===== src/hw/rtl/swsr_pkg.sv =====
// Shared constants, register indexes and types of the single-wire sensor reader.
package swsr_pkg;

    // Width of the microsecond counter; it saturates at its all-ones value.
    localparam int COUNTER_BITS = 21;
    localparam logic [COUNTER_BITS-1:0] CNT_MAX = {COUNTER_BITS{1'b1}};

    // Width used for comparing the counter against a delay.
    localparam int CMP_W = 32;

    // Field widths of the configuration registers.
    localparam int PRE_W   = 21;
    localparam int DELAY_W = 16;
    localparam int FRAME_W = 4;

    // APB address width: seven registers at byte address 4*i.
    localparam int ADDR_W = 5;
    localparam int DATA_W = 32;

    // Register indexes (word address within the port).
    typedef enum logic [2:0] {
        REG_PRE_IDLE     = 3'd0,
        REG_START_LOW    = 3'd1,
        REG_RELEASE_HIGH = 3'd2,
        REG_FIRST_CHECK  = 3'd3,
        REG_SECOND_CHECK = 3'd4,
        REG_BIT_SAMPLE   = 3'd5,
        REG_BYTES_FRAME  = 3'd6
    } t_reg_idx;

    // Reset values of the registers.
    localparam logic [PRE_W-1:0]   RST_PRE_IDLE     = 21'd1500000;
    localparam logic [DELAY_W-1:0] RST_START_LOW    = 16'd18000;
    localparam logic [DELAY_W-1:0] RST_RELEASE_HIGH = 16'd20;
    localparam logic [DELAY_W-1:0] RST_FIRST_CHECK  = 16'd40;
    localparam logic [DELAY_W-1:0] RST_SECOND_CHECK = 16'd80;
    localparam logic [DELAY_W-1:0] RST_BIT_SAMPLE   = 16'd40;
    localparam logic [FRAME_W-1:0] RST_BYTES_FRAME  = 4'd5;

    // Response status codes.
    localparam logic [1:0] STATUS_ABSENT = 2'd0;
    localparam logic [1:0] STATUS_OK     = 2'd1;
    localparam logic [1:0] STATUS_BAD    = 2'd2;

    // Configuration as seen by the sequencer.
    typedef struct packed {
        logic [PRE_W-1:0]   pre_idle_us;
        logic [DELAY_W-1:0] start_low_us;
        logic [DELAY_W-1:0] release_high_us;
        logic [DELAY_W-1:0] first_check_us;
        logic [DELAY_W-1:0] second_check_us;
        logic [DELAY_W-1:0] bit_sample_us;
        logic [FRAME_W-1:0] bytes_per_frame;
    } t_cfg;

    // One result word.
    typedef struct packed {
        logic       drive_enable;
        logic       drive_level;
        logic       response_valid;
        logic [1:0] response_status;
        logic [7:0] data_byte;
        logic       byte_valid;
        logic       last_byte;
        logic       busy_res;
    } t_result;

endpackage


===== src/hw/rtl/swsr_regs.sv =====
// APB register file holding the timing and frame configuration.
module swsr_regs (
    input  logic                         i_clk,
    input  logic                         i_rst_n,
    input  logic                         psel,
    input  logic                         penable,
    input  logic                         pwrite,
    input  logic [swsr_pkg::ADDR_W-1:0]  paddr,
    input  logic [swsr_pkg::DATA_W-1:0]  pwdata,
    output logic [swsr_pkg::DATA_W-1:0]  prdata,
    output logic                         pready,
    output swsr_pkg::t_cfg               o_cfg
);

    swsr_pkg::t_cfg   r_cfg;
    swsr_pkg::t_reg_idx w_idx;
    logic             w_wr;

    assign w_idx  = swsr_pkg::t_reg_idx'(paddr[swsr_pkg::ADDR_W-1:2]);
    assign w_wr   = psel && penable && pwrite;
    assign pready = 1'b1;
    assign o_cfg  = r_cfg;

    // Register writes in the access cycle; addresses beyond the list are ignored.
    always_ff @(posedge i_clk) begin
        if (!i_rst_n) begin
            r_cfg.pre_idle_us     <= swsr_pkg::RST_PRE_IDLE;
            r_cfg.start_low_us    <= swsr_pkg::RST_START_LOW;
            r_cfg.release_high_us <= swsr_pkg::RST_RELEASE_HIGH;
            r_cfg.first_check_us  <= swsr_pkg::RST_FIRST_CHECK;
            r_cfg.second_check_us <= swsr_pkg::RST_SECOND_CHECK;
            r_cfg.bit_sample_us   <= swsr_pkg::RST_BIT_SAMPLE;
            r_cfg.bytes_per_frame <= swsr_pkg::RST_BYTES_FRAME;
        end else if (w_wr) begin
            case (w_idx)
                swsr_pkg::REG_PRE_IDLE:
                    r_cfg.pre_idle_us <= pwdata[swsr_pkg::PRE_W-1:0];
                swsr_pkg::REG_START_LOW:
                    r_cfg.start_low_us <= pwdata[swsr_pkg::DELAY_W-1:0];
                swsr_pkg::REG_RELEASE_HIGH:
                    r_cfg.release_high_us <= pwdata[swsr_pkg::DELAY_W-1:0];
                swsr_pkg::REG_FIRST_CHECK:
                    r_cfg.first_check_us <= pwdata[swsr_pkg::DELAY_W-1:0];
                swsr_pkg::REG_SECOND_CHECK:
                    r_cfg.second_check_us <= pwdata[swsr_pkg::DELAY_W-1:0];
                swsr_pkg::REG_BIT_SAMPLE:
                    r_cfg.bit_sample_us <= pwdata[swsr_pkg::DELAY_W-1:0];
                swsr_pkg::REG_BYTES_FRAME:
                    r_cfg.bytes_per_frame <= pwdata[swsr_pkg::FRAME_W-1:0];
                default: ;
            endcase
        end
    end

    // Read data, zero-extended to the bus width.
    always_comb begin
        prdata = '0;
        case (w_idx)
            swsr_pkg::REG_PRE_IDLE:
                prdata = swsr_pkg::DATA_W'(r_cfg.pre_idle_us);
            swsr_pkg::REG_START_LOW:
                prdata = swsr_pkg::DATA_W'(r_cfg.start_low_us);
            swsr_pkg::REG_RELEASE_HIGH:
                prdata = swsr_pkg::DATA_W'(r_cfg.release_high_us);
            swsr_pkg::REG_FIRST_CHECK:
                prdata = swsr_pkg::DATA_W'(r_cfg.first_check_us);
            swsr_pkg::REG_SECOND_CHECK:
                prdata = swsr_pkg::DATA_W'(r_cfg.second_check_us);
            swsr_pkg::REG_BIT_SAMPLE:
                prdata = swsr_pkg::DATA_W'(r_cfg.bit_sample_us);
            swsr_pkg::REG_BYTES_FRAME:
                prdata = swsr_pkg::DATA_W'(r_cfg.bytes_per_frame);
            default: prdata = '0;
        endcase
    end

endmodule


===== src/hw/rtl/swsr_seq.sv =====
// Line sequencer: start pulse, response check and bit reception, one sample a step.
module swsr_seq (
    input  logic                i_clk,
    input  logic                i_rst_n,
    input  logic                i_en,
    input  swsr_pkg::t_cfg      i_cfg,
    input  logic                i_start_req,
    input  logic                i_tick,
    input  logic                i_pin_level,
    output swsr_pkg::t_result   o_res
);

    typedef enum logic [3:0] {
        PH_IDLE      = 4'd0,
        PH_PRE       = 4'd1,
        PH_LOW       = 4'd2,
        PH_REL       = 4'd3,
        PH_CHK1      = 4'd4,
        PH_CHK2      = 4'd5,
        PH_WAIT_OK   = 4'd6,
        PH_WAIT_END  = 4'd7,
        PH_BIT_HIGH  = 4'd8,
        PH_BIT_DELAY = 4'd9,
        PH_BIT_LOW   = 4'd10
    } t_phase;

    t_phase                            r_phase, n_phase;
    logic [swsr_pkg::COUNTER_BITS-1:0] r_cnt, n_cnt, w_cnt_inc;
    logic [7:0]                        r_shift, n_shift;
    logic [2:0]                        r_bit_idx, n_bit_idx;
    logic [2:0]                        r_byte_idx, n_byte_idx;
    logic [swsr_pkg::PRE_W-1:0]        w_target;
    logic                              w_done;
    logic [3:0]                        w_frame;
    logic [3:0]                        w_next_byte;
    swsr_pkg::t_result                 w_res;

    // Byte count clamped into one to eight.
    always_comb begin
        if (i_cfg.bytes_per_frame == 4'd0) begin
            w_frame = 4'd1;
        end else if (i_cfg.bytes_per_frame > 4'd8) begin
            w_frame = 4'd8;
        end else begin
            w_frame = i_cfg.bytes_per_frame;
        end
    end

    // Delay of the current timed phase.
    always_comb begin
        case (r_phase)
            PH_PRE:       w_target = i_cfg.pre_idle_us;
            PH_LOW:       w_target = swsr_pkg::PRE_W'(i_cfg.start_low_us);
            PH_REL:       w_target = swsr_pkg::PRE_W'(i_cfg.release_high_us);
            PH_CHK1:      w_target = swsr_pkg::PRE_W'(i_cfg.first_check_us);
            PH_CHK2:      w_target = swsr_pkg::PRE_W'(i_cfg.second_check_us);
            PH_BIT_DELAY: w_target = swsr_pkg::PRE_W'(i_cfg.bit_sample_us);
            default:      w_target = '0;
        endcase
    end

    // Saturating tick count; a delay beyond the counter range ends at saturation.
    assign w_cnt_inc = (i_tick && (r_cnt != swsr_pkg::CNT_MAX)) ?
                       r_cnt + 1'b1 : r_cnt;
    assign w_done = (swsr_pkg::CMP_W'(w_cnt_inc) >= swsr_pkg::CMP_W'(w_target)) ||
                    (w_cnt_inc == swsr_pkg::CNT_MAX);
    assign w_next_byte = {1'b0, r_byte_idx} + 4'd1;

    // Next state and the result word of this sample.
    always_comb begin
        n_phase    = r_phase;
        n_cnt      = r_cnt;
        n_shift    = r_shift;
        n_bit_idx  = r_bit_idx;
        n_byte_idx = r_byte_idx;
        w_res      = '0;
        case (r_phase)
            PH_IDLE: begin
                if (i_start_req) begin
                    n_phase = PH_PRE;
                    n_cnt   = '0;
                end
            end
            PH_PRE, PH_LOW, PH_REL: begin
                n_cnt = w_cnt_inc;
                if (w_done) begin
                    n_cnt = '0;
                    case (r_phase)
                        PH_PRE:  n_phase = PH_LOW;
                        PH_LOW:  n_phase = PH_REL;
                        default: n_phase = PH_CHK1;
                    endcase
                end
            end
            PH_CHK1: begin
                n_cnt = w_cnt_inc;
                if (w_done) begin
                    n_cnt = '0;
                    if (i_pin_level) begin
                        // Line still high: no sensor answered.
                        w_res.response_valid  = 1'b1;
                        w_res.response_status = swsr_pkg::STATUS_ABSENT;
                        n_phase = PH_WAIT_END;
                    end else begin
                        n_phase = PH_CHK2;
                    end
                end
            end
            PH_CHK2: begin
                n_cnt = w_cnt_inc;
                if (w_done) begin
                    n_cnt = '0;
                    w_res.response_valid = 1'b1;
                    if (i_pin_level) begin
                        w_res.response_status = swsr_pkg::STATUS_OK;
                        n_phase = PH_WAIT_OK;
                    end else begin
                        w_res.response_status = swsr_pkg::STATUS_BAD;
                        n_phase = PH_WAIT_END;
                    end
                end
            end
            PH_WAIT_OK: begin
                if (!i_pin_level) begin
                    n_shift    = '0;
                    n_bit_idx  = '0;
                    n_byte_idx = '0;
                    n_phase    = PH_BIT_HIGH;
                    n_cnt      = '0;
                end
            end
            PH_WAIT_END: begin
                if (!i_pin_level) begin
                    n_phase = PH_IDLE;
                    n_cnt   = '0;
                end
            end
            PH_BIT_HIGH: begin
                if (i_pin_level) begin
                    n_phase = PH_BIT_DELAY;
                    n_cnt   = '0;
                end
            end
            PH_BIT_DELAY: begin
                n_cnt = w_cnt_inc;
                if (w_done) begin
                    n_cnt   = '0;
                    n_shift = {r_shift[6:0], i_pin_level};
                    n_phase = PH_BIT_LOW;
                end
            end
            PH_BIT_LOW: begin
                if (!i_pin_level) begin
                    n_cnt   = '0;
                    n_phase = PH_BIT_HIGH;
                    if (r_bit_idx == 3'd7) begin
                        // Falling edge after the eighth bit closes the byte.
                        w_res.byte_valid = 1'b1;
                        w_res.data_byte  = r_shift;
                        w_res.last_byte  = (w_next_byte >= w_frame);
                        n_bit_idx = '0;
                        n_shift   = '0;
                        if (w_next_byte >= w_frame) begin
                            n_byte_idx = '0;
                            n_phase    = PH_IDLE;
                        end else begin
                            n_byte_idx = w_next_byte[2:0];
                        end
                    end else begin
                        n_bit_idx = r_bit_idx + 3'd1;
                    end
                end
            end
            default: begin
                n_phase = PH_IDLE;
                n_cnt   = '0;
            end
        endcase

        // Line drive and busy follow the phase after this sample.
        w_res.drive_enable = (n_phase == PH_PRE) || (n_phase == PH_REL) ||
                             (n_phase == PH_LOW);
        w_res.drive_level  = (n_phase == PH_PRE) || (n_phase == PH_REL);
        w_res.busy_res     = (n_phase != PH_IDLE);
    end

    assign o_res = w_res;

    // State advances only on an accepted sample.
    always_ff @(posedge i_clk) begin
        if (!i_rst_n) begin
            r_phase    <= PH_IDLE;
            r_cnt      <= '0;
            r_shift    <= '0;
            r_bit_idx  <= '0;
            r_byte_idx <= '0;
        end else if (i_en) begin
            r_phase    <= n_phase;
            r_cnt      <= n_cnt;
            r_shift    <= n_shift;
            r_bit_idx  <= n_bit_idx;
            r_byte_idx <= n_byte_idx;
        end
    end

endmodule


===== src/hw/rtl/single_wire_sensor_reader_top.sv =====
// Top level of the single-wire sensor reader: handshake, result register and checks.
//
// Each input word is one sample of the data line with a start request and a
// microsecond tick; each accepted word yields exactly one result word with the
// line drive, response status, received byte and busy flag.
// Input channel: i_valid / o_stall. Output channel: o_valid / i_stall.
// A word is taken at a clock edge with valid high and stall low.
// The result of a word sits in the output register on the cycle after it is
// accepted. Throughput is one word per cycle while the receiver does not stall,
// set by the phase update between the state registers and the result
// register; a new word is taken while the previous result is being taken.
// When the receiver stalls, the result is held and o_stall rises, so no
// further sample is taken until the result leaves.
// Configuration is written through the APB port (seven registers at byte address
// 4*i) by the user while the link is idle (unenforced); pready is always high.
// Synchronous active-low reset returns the sequencer to idle, clears the
// counters and the output register, and loads the register defaults.
module single_wire_sensor_reader_top (
    input  logic                         i_clk,
    input  logic                         i_rst_n,
    input  logic                         i_valid,
    output logic                         o_stall,
    input  logic                         i_start_req,
    input  logic                         i_tick,
    input  logic                         i_pin_level,
    output logic                         o_valid,
    input  logic                         i_stall,
    output logic                         o_drive_enable,
    output logic                         o_drive_level,
    output logic                         o_response_valid,
    output logic [1:0]                   o_response_status,
    output logic [7:0]                   o_data_byte,
    output logic                         o_byte_valid,
    output logic                         o_last_byte,
    output logic                         o_busy_res,
    input  logic                         psel,
    input  logic                         penable,
    input  logic                         pwrite,
    input  logic [swsr_pkg::ADDR_W-1:0]  paddr,
    input  logic [swsr_pkg::DATA_W-1:0]  pwdata,
    output logic [swsr_pkg::DATA_W-1:0]  prdata,
    output logic                         pready
);

    swsr_pkg::t_cfg    w_cfg;
    swsr_pkg::t_result w_res;
    swsr_pkg::t_result r_out;
    logic              r_out_valid;
    logic              w_accept;

    // Configuration registers.
    swsr_regs u_regs (
        .i_clk   (i_clk),
        .i_rst_n (i_rst_n),
        .psel    (psel),
        .penable (penable),
        .pwrite  (pwrite),
        .paddr   (paddr),
        .pwdata  (pwdata),
        .prdata  (prdata),
        .pready  (pready),
        .o_cfg   (w_cfg)
    );

    // The input is held off only while a result waits on a stalled receiver.
    assign o_stall  = r_out_valid && i_stall;
    assign w_accept = i_valid && !o_stall;

    // Sequencer.
    swsr_seq u_seq (
        .i_clk       (i_clk),
        .i_rst_n     (i_rst_n),
        .i_en        (w_accept),
        .i_cfg       (w_cfg),
        .i_start_req (i_start_req),
        .i_tick      (i_tick),
        .i_pin_level (i_pin_level),
        .o_res       (w_res)
    );

    // Output register: loaded on every accepted word, emptied when taken.
    always_ff @(posedge i_clk) begin
        if (!i_rst_n) begin
            r_out_valid <= 1'b0;
            r_out       <= '0;
        end else if (w_accept) begin
            r_out_valid <= 1'b1;
            r_out       <= w_res;
        end else if (!i_stall) begin
            r_out_valid <= 1'b0;
        end
    end

    assign o_valid           = r_out_valid;
    assign o_drive_enable    = r_out.drive_enable;
    assign o_drive_level     = r_out.drive_level;
    assign o_response_valid  = r_out.response_valid;
    assign o_response_status = r_out.response_status;
    assign o_data_byte       = r_out.data_byte;
    assign o_byte_valid      = r_out.byte_valid;
    assign o_last_byte       = r_out.last_byte;
    assign o_busy_res        = r_out.busy_res;

    // An accepted word always leaves a result in the output register.
    a_accept_fills: assert property (@(posedge i_clk) disable iff (!i_rst_n)
        (i_valid && !o_stall) |=> o_valid)
        else $error("accepted word produced no result");

    // A stalled result is not overwritten by a new sample.
    a_no_overrun: assert property (@(posedge i_clk) disable iff (!i_rst_n)
        (o_valid && i_stall) |=> (o_valid && $stable(o_data_byte) &&
                                  $stable(o_busy_res)))
        else $error("result changed while the receiver stalled");

    // The last byte of a frame returns the link to idle.
    a_last_idle: assert property (@(posedge i_clk) disable iff (!i_rst_n)
        (o_valid && o_last_byte) |-> (o_byte_valid && !o_busy_res))
        else $error("last byte without byte valid or while busy");

    // The line is never driven once the link is idle.
    a_drive_busy: assert property (@(posedge i_clk) disable iff (!i_rst_n)
        (o_valid && o_drive_enable) |-> (o_busy_res && !o_byte_valid &&
                                        !o_response_valid))
        else $error("line driven outside the start sequence");

endmodule


===== config.mk =====
export PLATFORM = sky130hd
export DESIGN_NAME = single_wire_sensor_reader_top
export DESIGN_NICKNAME = d
export VERILOG_FILES = /design/src/hw/rtl/swsr_pkg.sv /design/src/hw/rtl/swsr_regs.sv /design/src/hw/rtl/swsr_seq.sv /design/src/hw/rtl/single_wire_sensor_reader_top.sv
export SDC_FILE = /design/constraint.sdc
export NUM_CORES = 1
export LEC_CHECK = 0
export BUFFER_PORTS_ARGS = -buffer_cell sky130_fd_sc_hd__buf_2
export CELL_PAD_IN_SITES_DETAIL_PLACEMENT = 0
export CELL_PAD_IN_SITES_GLOBAL_PLACEMENT = 2
export CORE_MARGIN = 2
export CORE_UTILIZATION = 40
export CTS_BUF_LIST = sky130_fd_sc_hd__clkbuf_16
export DETAILED_ROUTE_END_ITERATION = 10
export GPL_TIMING_DRIVEN = 0
export PLACE_DENSITY = 0.85
export RECOVER_POWER = 25
export SYNTH_ARGS = -nofsm -noshare
export SYNTH_HDL_FRONTEND = slang
export SYNTH_HIERARCHICAL = 1
export SYNTH_SLANG_ARGS = --single-unit
export TNS_END_PERCENT = 50

===== constraint.sdc =====
create_clock -name i_clk -period 10.71 [get_ports i_clk]
set_input_delay 2.142 -clock i_clk [delete_from_list [all_inputs] [get_ports i_clk]]
set_output_delay 2.142 -clock i_clk [all_outputs]
set_load 0.01 [all_outputs]

# Word level (Yosys, flattened, before mapping)
# Index checks and enable logic that the tools add are counted.
# W data, S select, Z words.
[word_totals]
regBits = 161
inputBits = 47
output_inout_bits = 51
word_cells = 134
[op_classes]
add_sub_neg = 3
magnitude_cmp = 3
n_eq_ne = 30
mux = 48
n_reduce_logical = 29
[ops]
columns = ["operator", "count"]
rows = [
  ["$pmux W21 S7", 1],
  ["$pmux W21 S6", 1],
  ["$mux W21", 5],
  ["$pmux W21 S4", 1],
  ["$mux W4", 13],
  ["$pmux W4 S9", 1],
  ["$mux W8", 4],
  ["$mux W10", 3],
  ["$mux W3", 9],
  ["$pmux W3 S2", 4],
  ["$pmux W8 S3", 1],
  ["$add A21 B1 Y21 const B", 1],
  ["$eq A21 B21 Y1 const B", 1],
  ["$ge A21 B21 Y1", 1],
  ["$ne A21 B21 Y1 const B", 1],
  ["$eq A4 B2 Y1 const B", 4],
  ["$eq A4 B3 Y1 const B", 4],
  ["$reduce_and A2 Y1", 7],
  ["$eq A3 B3 Y1 const B", 4],
  ["$eq A4 B4 Y1 const B", 3],
  ["$ne A2 B2 Y1 const B", 5],
  ["$eq A4 B1 Y1 const B", 2],
  ["$logic_not A4 Y1", 2],
  ["$reduce_and A4 Y1", 2],
  ["other kinds (20)", 33],
]

# Depth between registers and ports, before layout
# Gate-level depths: netlist of the first run.
[logic_depth]
depth_word = 11
mapped_depth = 18
depth_no_buf = 17

# Hierarchy
# The synthesis of the first run kept the hierarchy.
[modules_own_cells]
columns = ["module", "n_inst", "cells_per_inst", "area_per_inst_um2", "seq_area_each_um2"]
rows = [
  ["swsr_regs", 1, 514, 4949.7, 2102.0],
  ["swsr_seq", 1, 490, 3802.4, 780.7],
  ["single_wire_sensor_reader_top", 1, 74, 696.9, 340.3],
]

# Worst setup path before layout of the first run
# Ideal clock, no wire load.
[synth_path]
kind = "input to register"
startpoint = "in i_tick"
endpoint = "reg r_out, in the netlist o_busy_res"
setup_ns = 0.119
arrival_time_ns = 5.428
required_ns = 10.591
path_slack_ns = 5.163
stages = 15
path_buffers = 1
cell_sequence = "clkbuf_1 > o41ai_4 > or2_2 > or3_1 > xnor2_1 > ha_1 > and4_1 > a221oi_1 > o21ai_0 > a311o_1 > a21oi_4 > mux2i_1 > nand4bb_1 > nand2_1 > mux2i_1"
[synth_rtl]
columns = ["element", "line", "text"]
rows = [
  ["start: declaration", "single_wire_sensor_reader_top.sv:24", "input logic i_tick,"],
  ["end signal: assignment", "single_wire_sensor_reader_top.sv:88", "r_out <= w_res;"],
  ["end: declaration", "single_wire_sensor_reader_top.sv:47", "swsr_pkg::t_result r_out;"],
]

==> reports/qor.txt, run 1 <==
run status: finished clean
TritonCTS clock tree: yes
placed insts: 1,477
Reg2Reg Depth: 17
critical path data arrival time: 6340 ps
non-filler cells, final: 1,509
Post-CTS Setup Inserts: 0
drt first pass iters: 5
die area: 24,900 µm²
commonest non-fill, non-tap cell in the layout: nand2_1
Initial Util: 40.5%
final-stage net count: 1,253
placed wire-length estimate: 22,300 µm
RR Endpoint: o_busy_res
drt first-iter violations: 638
Cells after Synth: 1,078
slowest stage delay, CP: 440 ps
Sink Count: 161
first-pass GRT wire length: 47,500 µm
CP max stage cell: a311o_1
reg2reg setup slack: 5180 ps
ant diodes: 0
endpoint type of the worst setup path: register
CTS Root Cell: clkbuf_16
R2R Path Start: u_seq/r_phase[1]
routed wire length: 31,500 µm
Setup crit start kind: primary input
worst path bufs/invs: 2
Clock Latency Late Sink: 450 ps
# rows: 56
Seq/Total Area, Yosys: 34.1%
Worst Path Max Fanout: 10
Syn. warnings: 6
Remaining Overflow, GRT: 0
worst setup path end: o_busy_res
initial antenna violation count: 0
Placed Area: 10,200 µm²
number of vias per cell: 5.60
gr usage total: 25.5%
power per cell area: 134 nW/µm²
vias in the first global route: 7,989
Final min period: 6010 ps
worst slew pin tran: 1390 ps
Detail Route Antenna Nets: 0
Period Utilization, post-route: 56.1%
H-tree Lvls: 4
Max-Cap Viols: 0
number of hold buffers added after CTS: 0
core region area: 23,300 µm²
Die X: 158 µm
Worst Setup Path Type: primary input to register
clk_skew: 15.1 ps
drt drc: 0
CTS Buf Count: 17
Post-Syn Area: 9450 µm²
Final Setup Violations: 0
Vias: 8,456
PnR worst setup slack: 4700 ps
clk buf depth: 2
worst-path cell chain: buf_2 > clkbuf_1 > o41ai_4 > or2_2 > or3_1 > xnor2_1 > ha_1 > and4_1 > a221oi_1 > o21ai_0 > a311o_1 > a21oi_4 > mux2i_1 > nand4bb_1 > nand2_1 > mux2i_1
Worst EP required: 11,040 ps
leakage: 4.37 nW
crit-path leading delay family: compound AO/OA/AOI/OAI gates
Design Area, Final: 10,700 µm²
largest net degree at the start of global routing: 18
RSZ-0062 raised after global routing: false
Yosys cell types: 83
most frequent cells in the layout: nand2_1 (178), dfxtp_1 (161), mux2i_1 (135), clkbuf_1 (63), buf_2 (62)
cell mode on critical path: mux2i_1
Reg clk slew, reported paths: 70 ps
worst hold path type: register to register
Layout area overhead: 13.6%
IO Port Bufs: 70
layout cells sized above 1: 14.0%
Die Ht: 158 µm
GP Congestion: 0.878
Hold Vio Cnt, Final: 0
f_max: 166 MHz
CP startpoint: i_tick
setup TNS: 0 ps
Post-synth top flop: dfxtp_1
stages on the worst setup path: 16
relative slew slack: 6.65%
EDFF count, synth: 0
asr flop ratio synth: 0%
I/O Pins: 98
register bit total from synthesis: 161
average wire per standard cell: 20.8 µm
Worst VDD drop: 0.100 mV
Slew Viols, Final: 0
PostCTS Resize Cnt: 0
Place WS: 4300 ps
syn_area_per_cell: 8.77 µm²
-- final cells by class --
class | instances | area, µm²
fillers | 2416 | 12600
plain buffers | 85 | 478
clock buffers | 17 | 425
inverters | 29 | 109
flip-flops and latches | 161 | 3220
multi-input cells | 813 | 5620
repair buffers | 70 | 325
clock inverters | 15 | 146
well taps | 319 | 399
-- layer usage --
| layer | up-vias | wire, µm | track usage, % |
|---|---|---|---|
| li1 | 4083 | - | - |
| met1 | 4080 | 14700 | 35.2 |
| met2 | 250 | 14500 | 41.1 |
| met3 | 43 | 1680 | 3.28 |
| met4 | 0 | 644 | 8.40 |
| met5 | - | 0 | 0 |
-- where the power goes --
group | internal (mW) | switching [mW]
clock network | 0.327 | 0.282
logic | 0.0741 | 0.144
registers | 0.606 | 0.00585
-- how the worst min path moves through the flow --
stage / cells after the start / start / slack, ps / to
floorplan: 2 / u_seq/r_shift[7] / 440 / u_seq/r_shift[7]
global placement: 2 / o_drive_level / 440 / o_drive_level
detailed placement: 2 / o_data_byte[6] / 450 / o_data_byte[6]
CTS: 2 / o_response_status[1] / 460 / o_response_status[1]
global route: 2 / o_data_byte[2] / 470 / o_data_byte[2]
finish: 2 / o_drive_enable / 460 / o_drive_enable
-- kinds of logic (layout without fill, tap and decap cells) --
kind of cell,after synthesis,in the layout,share of synthesized area (%)
DFF,161,161,34.1
and+or+nand+nor,396,396,20.6
adders and majority gates,29,29,3.84
other,2,12,0.0795
AOI/OAI and AO/OA,203,203,16.6
buffers and inverters,114,216,6.34
xor gates and xnor gates,15,15,1.39
muxes,158,158,17.1
-- tightest hold or removal path, cell delays in order (launching register included) --
cell and delay [ps]:
dfxtp_1 310, nand2_1 50, mux2i_1 50
-- registers in the layout, indices dropped and copies added (netlist names), 2 cells and up --
| name | flops |
|---|---|
| u_seq/r_bit_idx | 3 |
| o_response_status | 2 |
| u_seq/r_phase | 4 |
| u_regs/o_cfg | 105 |
| u_seq/r_shift | 8 |
| u_seq/r_byte_idx | 3 |
| u_seq/r_cnt | 21 |
| o_data_byte | 8 |
-- per-stage QoR --
stage | total power [mW] | hold WS [ps] | utilization (%)
floorplan | 0.766 | 442 | -
global route | 1.49 | 475 | 46.0
finish | 1.44 | 456 | 46.0
detailed placement | 0.843 | 446 | 43.9
global placement | 0.844 | 441 | 43.9
CTS | 1.45 | 456 | 46.3
-- cells in the mapped netlist (8+ instances only) --
master	instances	area share (%)
nand2_1	178	7.1
dfxtp_1	161	34
mux2i_1	135	14
nor2_1	58	2.3
clkbuf_1	39	1.5
nand3_1	36	1.9
a22oi_1	31	2.5
ha_1	29	3.8
a21oi_1	28	1.5
inv_1	27	1.1
a221oi_1	26	2.4
o21ai_0	23	1.2
mux2_2	22	2.6
nor2b_1	22	1.5
buf_4	21	1.7
a22o_1	18	1.7
and2_1	18	1.2
a221o_1	15	1.6
buf_2	13	0.69
nor3_1	13	0.69
o211ai_1	12	0.95
nand2b_1	10	0.66
buf_6	8	0.95
xor2_1	8	0.74
No activity file was read; power rests on OpenSTA's default activity.
==> inputs of run 2 (changes only) <==
--- a/config.mk
+++ b/config.mk
@@ -9,11 +9,11 @@
 export CELL_PAD_IN_SITES_DETAIL_PLACEMENT = 0
 export CELL_PAD_IN_SITES_GLOBAL_PLACEMENT = 2
 export CORE_MARGIN = 2
-export CORE_UTILIZATION = 40
+export CORE_UTILIZATION = 33
 export CTS_BUF_LIST = sky130_fd_sc_hd__clkbuf_16
 export DETAILED_ROUTE_END_ITERATION = 10
 export GPL_TIMING_DRIVEN = 0
-export PLACE_DENSITY = 0.85
+export PLACE_DENSITY = 0.74
 export RECOVER_POWER = 25
 export SYNTH_ARGS = -nofsm -noshare
 export SYNTH_HDL_FRONTEND = slang
==> constraint.sdc (replaced) <==
create_clock -name i_clk -period 5.2 [get_ports i_clk]
set_input_delay 1.04 -clock i_clk [delete_from_list [all_inputs] [get_ports i_clk]]
set_output_delay 1.04 -clock i_clk [all_outputs]
set_load 0.01 [all_outputs]
==> run 2 against run 1 <==
Critical endpoint unchanged. Worst setup slack got worse by 4500 ps. Critical path depth rose by 2. Sequential cell count unchanged. Critical path type is now register to register. Routed wire length increased by 5.1%. Power rose by 110%.
==> reports/qor.txt, run 2 (synthesis gave the netlist of run 1 again) <==
run status: finished clean (unchanged)
Placed Area: 10,300 µm² (was 10,200 µm²)
placed wire-length estimate: 23,400 µm (was 22,300 µm)
power per cell area: 281 nW/µm² (was 134 nW/µm²)
GP Congestion: 0.806 (was 0.878)
leakage: 4.45 nW (was 4.37 nW)
clk buf depth: 2 (unchanged)
Hold Vio Cnt, Final: 0 (unchanged)
Die Ht: 173 µm (was 158 µm)
core region area: 28,000 µm² (was 23,300 µm²)
drt first-iter violations: 695 (was 638)
Slew Viols, Final: 0 (unchanged)
Worst EP required: 5520 ps (was 11,040 ps)
# rows: 61 (was 56)
I/O Pins: 98 (unchanged)
Max-Cap Viols: 0 (unchanged)
critical path data arrival time: 5280 ps (was 6340 ps)
worst slew pin tran: 897 ps (was 1390 ps)
worst hold path type: register to register (unchanged)
Layout area overhead: 16.1% (was 13.6%)
hold depth: 2 (unchanged)
vias in the first global route: 8,164 (was 7,989)
hold_sp: o_data_byte[3] (was o_drive_enable)
Psw: 0.976 mW (was 0.432 mW)
Period Utilization, post-route: 95.4%
Worst Path Max Fanout: 10 (unchanged)
most frequent cells in the layout: nand2_1 (178), dfxtp_1 (161), mux2i_1 (134), buf_2 (65), nor2_1 (56) (was nand2_1 (178), dfxtp_1 (161), mux2i_1 (135), clkbuf_1 (63), buf_2 (62))
TritonCTS clock tree: yes (unchanged)
RSZ-0062 raised after global routing: false (unchanged)
IO Port Bufs: 70 (unchanged)
drt drc: 0 (unchanged)
CTS Root Cell: clkbuf_16 (unchanged)
# fillers: 2,960 (was 2,416)
Final Setup Violations: 0 (unchanged)
number of hold buffers added after CTS: 0 (unchanged)
f_max: 201 MHz
endpoint type of the worst setup path: register (unchanged)
average wire per standard cell: 21.1 µm (was 20.8 µm)
commonest non-fill, non-tap cell in the layout: nand2_1 (unchanged)
die area: 30,000 µm² (was 24,900 µm²)
ant diodes: 0 (unchanged)
WHS: 456 ps (about the same)
layout cells sized above 1: 15.9% (was 14.0%)
Seq pwr share: 40.8% (was 42.5%)
Clock Latency Late Sink: 440 ps (was 450 ps)
Int Power: 2.11 mW (was 1.01 mW)
gr usage total: 21.9% (was 25.5%)
Worst Setup Path Type: register to register (was primary input to register)
switching power share of the total: 31.6% (was 30.0%)
CTS Buf Count: 17 (unchanged)
reg2reg setup slack: 240 ps (was 5180 ps)
Worst VDD drop: 0.169 mV (was 0.100 mV)
H-tree Lvls: 4 (unchanged)
number of vias per cell: 5.40 (was 5.60)
clock share of power: 43.9% (was 42.3%)
Vias: 8,475 (was 8,456)
Reg2Reg Depth: 18 (was 17)
largest net degree at the start of global routing: 20 (was 18)
drt first pass iters: 5 (unchanged)
Design Area, Final: 11,000 µm² (was 10,700 µm²)
RR Endpoint: o_busy_res (unchanged)
final-stage net count: 1,253 (unchanged)
R2R Path Start: u_seq/r_phase[3] (was u_seq/r_phase[1])
total power: 3.09 mW (was 1.44 mW)
initial antenna violation count: 0 (unchanged)
Reg clk slew, reported paths: 80 ps (was 70 ps)
Sink Count: 161 (unchanged)
hold endpoint: o_data_byte[3] (was o_drive_enable)
Die X: 173 µm (was 158 µm)
clk_skew: 23.9 ps (was 15.1 ps)
post-layout util: 39.2% (was 46.0%)
Detail Route Antenna Nets: 0 (unchanged)
routed wire length: 33,100 µm (was 31,500 µm)
combinational share of power: 15.3% (was 15.1%)
relative slew slack: 39.4% (was 6.65%)
max reg flops: 105 (unchanged)
Final min period: 4960 ps
first-pass GRT wire length: 50,300 µm (was 47,500 µm)
Setup crit start kind: register (was primary input)
Initial Util: 33.7% (was 40.5%)
Remaining Overflow, GRT: 0 (unchanged)
==> run 2: changes by cell type in the layout (fill, tap and decap cells not counted), sizes merged <==
cell and delta:
clkinvlp -1, clkinv +1, clkbuf -5, buf +5
==> run 2: repair_timing <==
item | CTS | global route
endpoints found under the setup margin | 28 | 13
gates resized for setup | 7 | 9
gates cloned | 0 | 0
buffers inserted | 0 | 0
==> run 2: worst max-delay path, cell delays in order, from the launching register on <==
cell	delay, ps
dfxtp_1	390
clkbuf_2	260
nand2b_1	390
nor2_4	150
clkbuf_2	330
a22o_1	270
a221o_1	260
a221oi_1	690
ha_1	370
nand2_1	70
o21ai_0	90
a21oi_1	120
nor2_1	50
a311o_1	430
a21oi_4	310
mux2i_2	370
nand4bb_1	140
nand2_1	80
mux2i_1	70
==> run 2: routing by layer <==
layer | track usage [%] | up-vias | part of all wire [%]
met1 | 30.2 | 4106 | 47
met5 | 0 | - | 0
met2 | 35.4 | 250 | 46
li1 | - | 4077 | -
met4 | 6.43 | 0 | 2.0
met3 | 3.25 | 42 | 4.8
==> run 2: worst max path at each step <==
| stage | startpoint | to | cells past startpoint |
|---|---|---|---|
| final | u_seq/r_phase[3] | o_busy_res | 18 |
| after global routing | u_seq/r_cnt[11] | o_drive_enable | 17 |
| after CTS | u_seq/r_phase[2] | o_busy_res | 15 |
| after detailed placement | u_seq/r_phase[1] | o_busy_res | 17 |
| after global placement | u_seq/r_phase[1] | o_busy_res | 17 |
| after floorplan | i_tick | o_busy_res | 15 |
==> run 2: stage by stage <==
stage	instances	setup TNS (ps)	setup WS (ps)
global route	1568	0	19.0
global placement	1536	-4960	-492
floorplan	1088	0	755
detailed placement	1536	-2660	-394
finish	1568	0	237
CTS	1568	0	46.2
==> run 2: power by group through the flow <==
| stage | clock, mW | combinational (mW) | sequential [mW] |
|---|---|---|---|
| floorplan | 0 | 0.290 | 1.29 |
| global placement | 0 | 0.464 | 1.29 |
| detailed placement | 0 | 0.461 | 1.29 |
| CTS | 1.39 | 0.465 | 1.26 |
| global route | 1.44 | 0.509 | 1.26 |
| finish | 1.35 | 0.473 | 1.26 |
==> run 2: layout make-up <==
type	count	area, µm²	share of cell area (%)
Buffer	85	497	4.53
Clock buffer	17	425	3.88
Clock inverter	15	210	1.92
Inverter	29	109	0.992
Multi-Input combinational cell	813	5710	52.0
Sequential cell	161	3220	29.4
Tap cell	378	473	4.31
Timing Repair Buffer	70	328	2.99
